--- config.mk ---
export PLATFORM = sky130hd
export DESIGN_NAME = duplicate_packet_filter_flat
export DESIGN_NICKNAME = d
export VERILOG_FILES = /design/src/rtl/dpf_pkg.sv /design/src/rtl/dpf_in_if.sv /design/src/rtl/dpf_out_if.sv /design/src/rtl/dpf_cfg_if.sv /design/src/rtl/dpf_ctrl.sv /design/src/rtl/dpf_datapath.sv /design/src/rtl/duplicate_packet_filter.sv /design/src/flat_wrapper.sv
export SDC_FILE = /design/constraint.sdc
export NUM_CORES = 2
export LEC_CHECK = 0
export BUFFER_PORTS_ARGS = -buffer_cell sky130_fd_sc_hd__buf_2
export CORE_MARGIN = 1.5
export CORE_UTILIZATION = 50
export CTS_CLUSTER_SIZE = 20
export DETAILED_ROUTE_END_ITERATION = 7
export PLACE_DENSITY = 0.75
export SLEW_MARGIN = 20
export SYNTH_ARGS = -nofsm -noshare
export SYNTH_HDL_FRONTEND = slang
export SYNTH_SLANG_ARGS = --single-unit
--- constraint.sdc ---
create_clock -name clk_i -period 6.59 [get_ports clk_i]
set_clock_uncertainty 0.15 [all_clocks]
set_input_delay 1.318 -clock clk_i [delete_from_list [all_inputs] [get_ports clk_i]]
set_output_delay 1.318 -clock clk_i [all_outputs]
set_load 0.05 [all_outputs]
--- src/rtl/dpf_pkg.sv ---
package dpf_pkg;

  // Default geometry
  localparam int unsigned CACHE_DEPTH_DEF = 16;
  localparam int unsigned ADDR_WIDTH_DEF  = 32;
  localparam int unsigned SEQ_WIDTH_DEF   = 16;

  // Fixed field widths
  localparam int unsigned TIME_W = 32;
  localparam int unsigned LIVE_W = 5;

  // Timeout after reset, in ms
  localparam logic [TIME_W-1:0] TIMEOUT_RST = 32'd1000;

  // Controller states, one-hot
  typedef enum logic [4:0] {
    ST_IDLE   = 5'b00001,
    ST_SCAN   = 5'b00010,
    ST_DRAIN  = 5'b00100,
    ST_COMMIT = 5'b01000,
    ST_DONE   = 5'b10000
  } state_e;

  // Controller to datapath
  typedef struct packed {
    logic start;     // latch item, clear scan accumulators
    logic issue;     // read next entry
    logic commit;    // record item if not a duplicate
    logic load_out;  // move result into output register
  } cmd_t;

  // Datapath to controller
  typedef struct packed {
    logic last_issue;  // final entry being read
    logic pipe_empty;  // no entry in flight
    logic out_free;    // output register can take a result
  } status_t;

endpackage

--- src/rtl/dpf_in_if.sv ---
interface dpf_in_if #(
  parameter int unsigned AddrWidth = dpf_pkg::ADDR_WIDTH_DEF,
  parameter int unsigned SeqWidth  = dpf_pkg::SEQ_WIDTH_DEF
) ();
  logic                        valid;
  logic                        ready;
  logic [AddrWidth-1:0]        source_address;
  logic [SeqWidth-1:0]         sequence_number;
  logic [dpf_pkg::TIME_W-1:0]  now_ms;

  modport source (output valid, source_address, sequence_number, now_ms, input ready);
  modport sink (input valid, source_address, sequence_number, now_ms, output ready);
  modport monitor (input valid, ready, source_address, sequence_number, now_ms);
endinterface

--- src/rtl/dpf_out_if.sv ---
interface dpf_out_if ();
  logic                        valid;
  logic                        ready;
  logic                        duplicate;
  logic [dpf_pkg::LIVE_W-1:0]  live_count;

  modport source (output valid, duplicate, live_count, input ready);
  modport sink (input valid, duplicate, live_count, output ready);
  modport monitor (input valid, ready, duplicate, live_count);
endinterface

--- src/rtl/dpf_cfg_if.sv ---
interface dpf_cfg_if ();
  logic                        valid;
  logic                        ready;
  logic [dpf_pkg::TIME_W-1:0]  timeout_ms;

  modport source (output valid, timeout_ms, input ready);
  modport sink (input valid, timeout_ms, output ready);
  modport monitor (input valid, ready, timeout_ms);
endinterface

--- src/rtl/dpf_ctrl.sv ---
module dpf_ctrl (
  input  logic             clk_i,
  input  logic             rst_ni,
  input  logic             in_valid_i,
  output logic             in_ready_o,
  input  dpf_pkg::status_t status_i,
  output dpf_pkg::cmd_t    cmd_o
);

  dpf_pkg::state_e state_q, state_d;

  // Next state and commands
  always_comb begin
    state_d    = state_q;
    cmd_o      = '0;
    in_ready_o = 1'b0;
    case (state_q)
      dpf_pkg::ST_IDLE: begin
        in_ready_o = 1'b1;
        if (in_valid_i) begin
          cmd_o.start = 1'b1;
          state_d     = dpf_pkg::ST_SCAN;
        end
      end
      dpf_pkg::ST_SCAN: begin
        cmd_o.issue = 1'b1;
        if (status_i.last_issue) begin
          state_d = dpf_pkg::ST_DRAIN;
        end
      end
      dpf_pkg::ST_DRAIN: begin
        if (status_i.pipe_empty) begin
          state_d = dpf_pkg::ST_COMMIT;
        end
      end
      dpf_pkg::ST_COMMIT: begin
        cmd_o.commit = 1'b1;
        state_d      = dpf_pkg::ST_DONE;
      end
      dpf_pkg::ST_DONE: begin
        if (status_i.out_free) begin
          cmd_o.load_out = 1'b1;
          state_d        = dpf_pkg::ST_IDLE;
        end
      end
      default: begin
        state_d = dpf_pkg::ST_IDLE;
      end
    endcase
  end

  always_ff @(posedge clk_i or negedge rst_ni) begin
    if (!rst_ni) begin
      state_q <= dpf_pkg::ST_IDLE;
    end else begin
      state_q <= state_d;
    end
  end

endmodule

--- src/rtl/dpf_datapath.sv ---
module dpf_datapath #(
  parameter int unsigned CACHE_DEPTH = dpf_pkg::CACHE_DEPTH_DEF,
  parameter int unsigned ADDR_WIDTH  = dpf_pkg::ADDR_WIDTH_DEF,
  parameter int unsigned SEQ_WIDTH   = dpf_pkg::SEQ_WIDTH_DEF
) (
  input  logic                        clk_i,
  input  logic                        rst_ni,
  input  dpf_pkg::cmd_t               cmd_i,
  output dpf_pkg::status_t            status_o,
  input  logic                        cfg_valid_i,
  input  logic [dpf_pkg::TIME_W-1:0]  cfg_timeout_i,
  input  logic [ADDR_WIDTH-1:0]       src_i,
  input  logic [SEQ_WIDTH-1:0]        seq_i,
  input  logic [dpf_pkg::TIME_W-1:0]  now_i,
  input  logic                        out_ready_i,
  output logic                        out_valid_o,
  output logic                        out_dup_o,
  output logic [dpf_pkg::LIVE_W-1:0]  out_live_o
);

  localparam int unsigned IDX_W = $clog2(CACHE_DEPTH);
  localparam int unsigned CNT_W = $clog2(CACHE_DEPTH + 1);
  localparam int unsigned TW    = dpf_pkg::TIME_W;

  // Entry store
  logic [ADDR_WIDTH-1:0] mem_src  [CACHE_DEPTH];
  logic [SEQ_WIDTH-1:0]  mem_seq  [CACHE_DEPTH];
  logic [TW-1:0]         mem_time [CACHE_DEPTH];
  logic [CACHE_DEPTH-1:0] valid_q;

  logic [TW-1:0]         timeout_q;
  logic [ADDR_WIDTH-1:0] src_q;
  logic [SEQ_WIDTH-1:0]  seq_q;
  logic [TW-1:0]         now_q;

  // Scan pipeline: read, age/compare, accumulate
  logic [IDX_W-1:0]      rd_idx_q;
  logic                  vld_a_q, vld_b_q;
  logic [IDX_W-1:0]      idx_a_q, idx_b_q;
  logic [ADDR_WIDTH-1:0] rd_src_q;
  logic [SEQ_WIDTH-1:0]  rd_seq_q;
  logic [TW-1:0]         rd_time_q;
  logic [TW-1:0]         age_b_q;
  logic                  eq_b_q;

  // Accumulators
  logic                  match_q;
  logic                  free_found_q;
  logic [IDX_W-1:0]      free_idx_q;
  logic [TW-1:0]         best_age_q;
  logic [IDX_W-1:0]      best_idx_q;
  logic [CNT_W-1:0]      live_cnt_q;

  logic                  out_valid_q;
  logic                  out_dup_q;
  logic [CNT_W-1:0]      out_cnt_q;

  logic                  cur_valid, expired, live;
  logic [IDX_W-1:0]      slot;
  logic                  record;

  assign cur_valid = valid_q[idx_b_q];
  assign expired   = cur_valid && (age_b_q >= timeout_q);
  assign live      = cur_valid && !expired;
  assign slot      = free_found_q ? free_idx_q : best_idx_q;
  assign record    = cmd_i.commit && !match_q;

  assign status_o.last_issue = cmd_i.issue && (rd_idx_q == IDX_W'(CACHE_DEPTH - 1));
  assign status_o.pipe_empty = !vld_a_q && !vld_b_q;
  assign status_o.out_free   = !out_valid_q || out_ready_i;

  assign out_valid_o = out_valid_q;
  assign out_dup_o   = out_dup_q;
  assign out_live_o  = dpf_pkg::LIVE_W'(out_cnt_q);

  // Timeout register
  always_ff @(posedge clk_i or negedge rst_ni) begin
    if (!rst_ni) begin
      timeout_q <= dpf_pkg::TIMEOUT_RST;
    end else if (cfg_valid_i) begin
      timeout_q <= cfg_timeout_i;
    end
  end

  // Item latch
  always_ff @(posedge clk_i) begin
    if (cmd_i.start) begin
      src_q <= src_i;
      seq_q <= seq_i;
      now_q <= now_i;
    end
  end

  // Memory: one write at commit, registered read every cycle
  always_ff @(posedge clk_i) begin
    if (record) begin
      mem_src[slot]  <= src_q;
      mem_seq[slot]  <= seq_q;
      mem_time[slot] <= now_q;
    end
    rd_src_q  <= mem_src[rd_idx_q];
    rd_seq_q  <= mem_seq[rd_idx_q];
    rd_time_q <= mem_time[rd_idx_q];
  end

  // Read address and pipeline valids
  always_ff @(posedge clk_i or negedge rst_ni) begin
    if (!rst_ni) begin
      rd_idx_q <= '0;
      vld_a_q  <= 1'b0;
      vld_b_q  <= 1'b0;
    end else begin
      if (cmd_i.start) begin
        rd_idx_q <= '0;
      end else if (cmd_i.issue) begin
        rd_idx_q <= rd_idx_q + IDX_W'(1);
      end
      vld_a_q <= cmd_i.issue;
      vld_b_q <= vld_a_q;
    end
  end

  // Age and key compare stage
  always_ff @(posedge clk_i) begin
    idx_a_q <= rd_idx_q;
    idx_b_q <= idx_a_q;
    age_b_q <= now_q - rd_time_q;
    eq_b_q  <= (rd_src_q == src_q) && (rd_seq_q == seq_q);
  end

  // Valid bits: expire during scan, set on record
  always_ff @(posedge clk_i or negedge rst_ni) begin
    if (!rst_ni) begin
      valid_q <= '0;
    end else begin
      if (vld_b_q && expired) begin
        valid_q[idx_b_q] <= 1'b0;
      end
      if (record) begin
        valid_q[slot] <= 1'b1;
      end
    end
  end

  // Scan accumulators
  always_ff @(posedge clk_i) begin
    if (cmd_i.start) begin
      match_q      <= 1'b0;
      free_found_q <= 1'b0;
      free_idx_q   <= '0;
      best_age_q   <= '0;
      best_idx_q   <= '0;
      live_cnt_q   <= '0;
    end else if (vld_b_q) begin
      if (live && eq_b_q) begin
        match_q <= 1'b1;
      end
      if (live) begin
        live_cnt_q <= live_cnt_q + CNT_W'(1);
      end
      // lowest free slot
      if (!live && !free_found_q) begin
        free_found_q <= 1'b1;
        free_idx_q   <= idx_b_q;
      end
      // oldest entry, ties to lowest index
      if (idx_b_q == '0 || age_b_q > best_age_q) begin
        best_age_q <= age_b_q;
        best_idx_q <= idx_b_q;
      end
    end
  end

  // Output register
  always_ff @(posedge clk_i or negedge rst_ni) begin
    if (!rst_ni) begin
      out_valid_q <= 1'b0;
    end else if (cmd_i.load_out) begin
      out_valid_q <= 1'b1;
    end else if (out_ready_i) begin
      out_valid_q <= 1'b0;
    end
  end

  always_ff @(posedge clk_i) begin
    if (cmd_i.load_out) begin
      out_dup_q <= match_q;
      out_cnt_q <= (!match_q && free_found_q) ? live_cnt_q + CNT_W'(1) : live_cnt_q;
    end
  end

endmodule

--- src/rtl/duplicate_packet_filter.sv ---
// Channel   Dir  Payload                                           Handshake
// pkt_i     in   source_address, sequence_number, now_ms           valid/ready
// res_o     out  duplicate, live_count                             valid/ready
// cfg_i     in   timeout_ms                                        valid/ready
//
// From accept to result, an item is handled by a scan that reads one cache
// entry per cycle from the entry memory.
// One item is in work at a time; pkt_i.ready is high only while idle.
// A finished result waits in the output register; a stalled res_o holds the
// scan engine at its end. cfg_i is always ready.
// Reset clears the valid marks at once; no clearing pass is needed.
module duplicate_packet_filter #(
  parameter int unsigned CACHE_DEPTH    = dpf_pkg::CACHE_DEPTH_DEF,
  parameter int unsigned ADDRESS_WIDTH  = dpf_pkg::ADDR_WIDTH_DEF,
  parameter int unsigned SEQUENCE_WIDTH = dpf_pkg::SEQ_WIDTH_DEF
) (
  input  logic      clk_i,
  input  logic      rst_ni,
  dpf_in_if.sink    pkt_i,
  dpf_out_if.source res_o,
  dpf_cfg_if.sink   cfg_i
);

  dpf_pkg::cmd_t    cmd;
  dpf_pkg::status_t status;

  assign cfg_i.ready = 1'b1;

  dpf_ctrl u_ctrl (
    .clk_i      (clk_i),
    .rst_ni     (rst_ni),
    .in_valid_i (pkt_i.valid),
    .in_ready_o (pkt_i.ready),
    .status_i   (status),
    .cmd_o      (cmd)
  );

  dpf_datapath #(
    .CACHE_DEPTH (CACHE_DEPTH),
    .ADDR_WIDTH  (ADDRESS_WIDTH),
    .SEQ_WIDTH   (SEQUENCE_WIDTH)
  ) u_datapath (
    .clk_i         (clk_i),
    .rst_ni        (rst_ni),
    .cmd_i         (cmd),
    .status_o      (status),
    .cfg_valid_i   (cfg_i.valid),
    .cfg_timeout_i (cfg_i.timeout_ms),
    .src_i         (pkt_i.source_address),
    .seq_i         (pkt_i.sequence_number),
    .now_i         (pkt_i.now_ms),
    .out_ready_i   (res_o.ready),
    .out_valid_o   (res_o.valid),
    .out_dup_o     (res_o.duplicate),
    .out_live_o    (res_o.live_count)
  );

endmodule

--- src/flat_wrapper.sv ---
// flat-port wrapper written by rule: the top's interface ports become plain ports
module duplicate_packet_filter_flat 
#(
  parameter int unsigned CACHE_DEPTH    = dpf_pkg::CACHE_DEPTH_DEF,
  parameter int unsigned ADDRESS_WIDTH  = dpf_pkg::ADDR_WIDTH_DEF,
  parameter int unsigned SEQUENCE_WIDTH = dpf_pkg::SEQ_WIDTH_DEF
)
  (clk_i, rst_ni, pkt_i_valid, pkt_i_source_address, pkt_i_sequence_number, pkt_i_now_ms, pkt_i_ready, res_o_valid, res_o_duplicate, res_o_live_count, res_o_ready, cfg_i_valid, cfg_i_timeout_ms, cfg_i_ready);
  dpf_in_if pkt_i_i ();
  dpf_out_if res_o_i ();
  dpf_cfg_if cfg_i_i ();
  input  logic clk_i;
  input  logic rst_ni;
  input wire logic [$bits(pkt_i_i.valid)-1:0] pkt_i_valid;
  input wire logic [$bits(pkt_i_i.source_address)-1:0] pkt_i_source_address;
  input wire logic [$bits(pkt_i_i.sequence_number)-1:0] pkt_i_sequence_number;
  input wire logic [$bits(pkt_i_i.now_ms)-1:0] pkt_i_now_ms;
  output wire logic [$bits(pkt_i_i.ready)-1:0] pkt_i_ready;
  output wire logic [$bits(res_o_i.valid)-1:0] res_o_valid;
  output wire logic [$bits(res_o_i.duplicate)-1:0] res_o_duplicate;
  output wire logic [$bits(res_o_i.live_count)-1:0] res_o_live_count;
  input wire logic [$bits(res_o_i.ready)-1:0] res_o_ready;
  input wire logic [$bits(cfg_i_i.valid)-1:0] cfg_i_valid;
  input wire logic [$bits(cfg_i_i.timeout_ms)-1:0] cfg_i_timeout_ms;
  output wire logic [$bits(cfg_i_i.ready)-1:0] cfg_i_ready;
  assign pkt_i_i.valid = pkt_i_valid;
  assign pkt_i_i.source_address = pkt_i_source_address;
  assign pkt_i_i.sequence_number = pkt_i_sequence_number;
  assign pkt_i_i.now_ms = pkt_i_now_ms;
  assign pkt_i_ready = pkt_i_i.ready;
  assign res_o_valid = res_o_i.valid;
  assign res_o_duplicate = res_o_i.duplicate;
  assign res_o_live_count = res_o_i.live_count;
  assign res_o_i.ready = res_o_ready;
  assign cfg_i_i.valid = cfg_i_valid;
  assign cfg_i_i.timeout_ms = cfg_i_timeout_ms;
  assign cfg_i_ready = cfg_i_i.ready;
  duplicate_packet_filter #(.CACHE_DEPTH(CACHE_DEPTH), .ADDRESS_WIDTH(ADDRESS_WIDTH), .SEQUENCE_WIDTH(SEQUENCE_WIDTH)) u_core (.clk_i(clk_i), .rst_ni(rst_ni), .pkt_i(pkt_i_i), .res_o(res_o_i), .cfg_i(cfg_i_i));
endmodule
==> impl_summary.log <==
INFO  metric max_vdd_drop = 273 uV
INFO  metric gr_util_all_layers = 21.2%
INFO  metric synth_async_sr_flop_share = between 3 and 4%
INFO  metric ant_nets = 0
INFO  metric mapped_nets = 3205
INFO  metric finalSetupTns = 0 ns
INFO  metric cts_buffers = ~150
INFO  metric cts_htree_levels = 4
INFO  metric number_of_vias_in_the_routed_layout = 29377
INFO  metric placed_cells_incl_taps = 4653
INFO  metric drt-vias-per-instance = between 5 and 6
INFO  metric timing.setup.critical_path_class = reg2reg
INFO  metric min-delay-path-class = reg2reg
INFO  metric grt_use_met1 = around 30%
INFO  metric power.static_leakage = 22.5 nW
INFO  metric grt_first_pass_wirelength = a little under 200 mm
INFO  metric groute.layer.met2.usage = 34.1%
INFO  metric syn_to_final_growth = 12.7%
INFO  metric iter_0_drt_violations = 3369
INFO  metric clock-root-buffer = sky130_fd_sc_hd__clkbuf_16
INFO  metric initial_utilization = 50.4%
INFO  metric cts.repair_timing.setup_buffer_count = 0
INFO  metric fmax = 265 MHz
INFO  metric num-fill-cells = about 8700
INFO  metric number_of_synthesized_flops_with_an_enable_pin = ~1400
INFO  metric core-area = 0.122 mm2
INFO  metric yosysWarningCount = 0
INFO  metric finalNetCount = 3398
INFO  metric number_of_library_cell_types_mapped_by_synthesis = 63
INFO  metric hold_ws = 0.179 ns
INFO  metric rsz_0062_raised_after_global_routing = no
INFO  metric design.portCount = 126
INFO  metric routed_wirelength = 131 mm
INFO  metric worstMarginPinSlew = ~1.1 ns
INFO  metric wl_per_cell = 26.6 um
INFO  metric final-setup-viol-count = 0
INFO  metric fin_total_pwr = 0.0271 W
INFO  metric detailedPlacementHpwl = around 70 mm
INFO  metric first_global_vias = ~30000
INFO  metric dieArea = 0.125 mm2
INFO  metric timing_hold_violations_final = 0
INFO  metric place.port_buffers = about 120
INFO  metric crit_required = 6.82 ns
INFO  metric chipWidth = around 350 um
INFO  metric post_synth_instance_area = 0.0614 mm2
INFO  metric gp_congestion = 0.799
INFO  metric crit_path_end_kind = flip-flop
INFO  metric postSynthRegisterBits = 1594
INFO  metric row_count = 128
INFO  metric critPathArrivalTime = 4.01 ns
INFO  metric ctsResizeCount = 0
INFO  metric firstDrtPassIters = 6
INFO  metric number_of_clock_sinks_seen_by_cts = 1594
INFO  metric maxSlewViolCount = 0
INFO  metric cts_tree = yes
INFO  metric cts_hold_repair.buffers = 0
INFO  metric met3_usage_in_global_routing = 3.68%
INFO  metric timing.max_cap.violations = 0
INFO  metric critical_path_startpoint_category = flip-flop
INFO  metric post_synth.cell_area_avg = 20.5 um2
INFO  metric slew_headroom = 23.8%
INFO  metric source_to_sink_clock_delay_at_the_later_pin_of_the_worst_skew_pair = 0.77 ns
INFO  metric timing.critical_path.fanout_max = 57
INFO  metric initial_antenna_violation_count = 6
INFO  metric drc = 0
INFO  metric netlist_instances = approximately 3000
INFO  metric power.density_cell_area = 392 mW/mm2
INFO  metric clkTransAtPathRegs = about 0.06 ns
INFO  metric finalNonFillerCells = 4934
INFO  metric grt.overflow.total = 0
INFO  metric die_height = 353 um
INFO  metric layout-drive-gt1-share = between 20% and 30%
INFO  metric portion_of_the_post_synthesis_area_used_by_sequential_elements = 74.8%
INFO  metric yosys_most_used_dff = sky130_fd_sc_hd__edfxtp_1
INFO  metric globalRoute.busiestLayer = met2
INFO  metric outcome = finished clean
INFO  metric pin_count_of_the_biggest_net_entering_global_routing = 136
INFO  metric cts_buffer_depth = 3
INFO  metric layout_worst_path_cycle_share = 57.3%
INFO  metric timing.final.crit_period = roughly 3.8 ns
==> cell families after synthesis <==
logic type      after synthesis  share of synthesized area (%)
compound gates              271                           3.14
simple gates                273                           2.23
buf+inv                     253                           1.62
fa+ha+maj                    98                           2.01
other cells                   1                        0.00611
xor+xnor                     85                           1.21
flops                      1594                           74.8
mux                         415                           15.0
==> where the power goes <==
part	switching [W]	total [W]	internal (W)	leakage, nW
Sequential	0.000894	0.0129	0.0121	14.5
Clock	0.00369	0.00869	0.00500	2.42
Combinational	0.00289	0.00546	0.00257	5.66
==> cell type report <==
cell class	count	area [um2]	share of cell area, %
flip-flops and latches	1594	45900	66.4
diodes	1	2.50	0.00362
multi-input cells	1143	14600	21.1
repair buffers	168	1200	1.74
clock inverters	63	636	0.919
inverters	123	467	0.675
clock buffers	217	4310	6.23
well taps	1625	2030	2.94
==> state kept, by name (all words and copies together), names as in the netlist, 4 cells and up <==
name / cells
u_core.u_datapath.mem_src: 512
u_core.u_datapath.mem_time: 512
u_core.u_datapath.mem_seq: 256
u_core.u_datapath.age_b_q: 32
u_core.u_datapath.best_age_q: 32
u_core.u_datapath.now_q: 32
u_core.u_datapath.rd_src_q: 32
u_core.u_datapath.rd_time_q: 32
u_core.u_datapath.src_q: 32
u_core.u_datapath.timeout_q: 32
u_core.u_datapath.rd_seq_q: 16
u_core.u_datapath.seq_q: 16
u_core.u_datapath.valid_q: 16
u_core.u_ctrl.state_q: 5
u_core.u_datapath.live_cnt_q: 5
u_core.u_datapath.out_live_o: 5
u_core.u_datapath.best_idx_q: 4
u_core.u_datapath.free_idx_q: 4
u_core.u_datapath.idx_a_q: 4
u_core.u_datapath.idx_b_q: 4
u_core.u_datapath.rd_idx_q: 4
==> layer usage <==
metal | share of wire, % | wire [um] | up-vias
met4 | 2.3 | 2980 | 4
met2 | 49 | 64400 | 1283
met5 | 0.021 | 27 | -
met1 | 41 | 54200 | 15334
li1 | - | - | 12570
met3 | 7.4 | 9660 | 186
==> layout by cell type (no fill, tap or decap), drive strengths merged, types with 6 or more instances in the layout <==
master	synthesis	layout
mux4	404	404
a31oi	10	10
xnor2	27	27
nor2	44	44
and3	6	6
nand4	26	26
nand3	54	54
nor2b	9	9
dfstp	7	7
edfxtp	1366	1366
nand2	74	74
o21a	10	10
a21o	33	33
mux2i	7	7
a21oi	48	48
buf	41	168
clkbuf	89	217
nor4	13	13
o31ai	36	36
dfxtp	168	168
dfrtp	53	53
xor2	58	58
o21ai	77	77
o211ai	7	7
o41ai	14	14
inv	123	130
nand2b	14	14
o21bai	6	6
bufinv	0	11
nor3	7	7
clkinv	0	42
ha	97	97
==> through the flow <==
step                      worst slack (ns)  util, %  instance area (um2)
after floorplan                       1.26        -                61400
after global placement                2.89     52.8                64200
after detailed placement              2.80     52.8                64200
after CTS                             2.79     56.8                69200
final                                 2.81     56.8                69200
after global routing                  2.54     56.8                69200
==> critical path, cell delays in order, from the launching register on <==
cell                       delay [ns]
sky130_fd_sc_hd__dfrtp_1         0.40
sky130_fd_sc_hd__nor3_1          0.28
sky130_fd_sc_hd__nand3b_1        0.17
sky130_fd_sc_hd__nor2_1          0.30
sky130_fd_sc_hd__nand3_1         0.52
sky130_fd_sc_hd__nor2_4          1.04
sky130_fd_sc_hd__buf_12          0.48
==> Yosys cell counts, types with 11 or more instances <==
cell type	instances	area share (%)
sky130_fd_sc_hd__ha_1	97	2.0
sky130_fd_sc_hd__a21o_1	33	0.40
sky130_fd_sc_hd__xnor2_1	27	0.39
sky130_fd_sc_hd__inv_1	123	0.75
sky130_fd_sc_hd__nor4_1	13	0.13
sky130_fd_sc_hd__nand2_1	74	0.45
sky130_fd_sc_hd__buf_2	11	0.090
sky130_fd_sc_hd__xor2_1	58	0.83
sky130_fd_sc_hd__edfxtp_1	1366	67
sky130_fd_sc_hd__buf_1	25	0.15
sky130_fd_sc_hd__nor2_1	44	0.27
sky130_fd_sc_hd__a21oi_1	48	0.39
sky130_fd_sc_hd__dfxtp_1	168	5.5
sky130_fd_sc_hd__o21ai_0	77	0.63
sky130_fd_sc_hd__clkbuf_1	89	0.54
sky130_fd_sc_hd__dfrtp_1	53	2.2
sky130_fd_sc_hd__o41ai_1	13	0.19
sky130_fd_sc_hd__nand4_1	26	0.27
sky130_fd_sc_hd__nand3_1	54	0.44
sky130_fd_sc_hd__o31ai_2	31	0.63
sky130_fd_sc_hd__mux4_2	404	15
sky130_fd_sc_hd__nand2b_1	14	0.14
==> final timing paths <==
path	slack, ns	endpoint	cells after the start	start
setup / recovery	2.81	u_core.u_datapath.mem_src[2][5]	6	u_core.u_ctrl.state_q[4]
hold / removal	0.18	u_core.u_datapath.idx_b_q[2]	0	u_core.u_datapath.idx_a_q[2]
setup reg to reg	2.81	u_core.u_datapath.mem_src[2][5]	6	u_core.u_ctrl.state_q[4]
hold reg to reg	0.18	u_core.u_datapath.idx_b_q[2]	0	u_core.u_datapath.idx_a_q[2]
max in group asynchronous	5.15	u_core.u_datapath.rd_idx_q[0]	2	rst_ni
min in group asynchronous	0.57	u_core.u_datapath.out_valid_o	2	rst_ni
No activity file was read; power rests on OpenSTA's default activity.
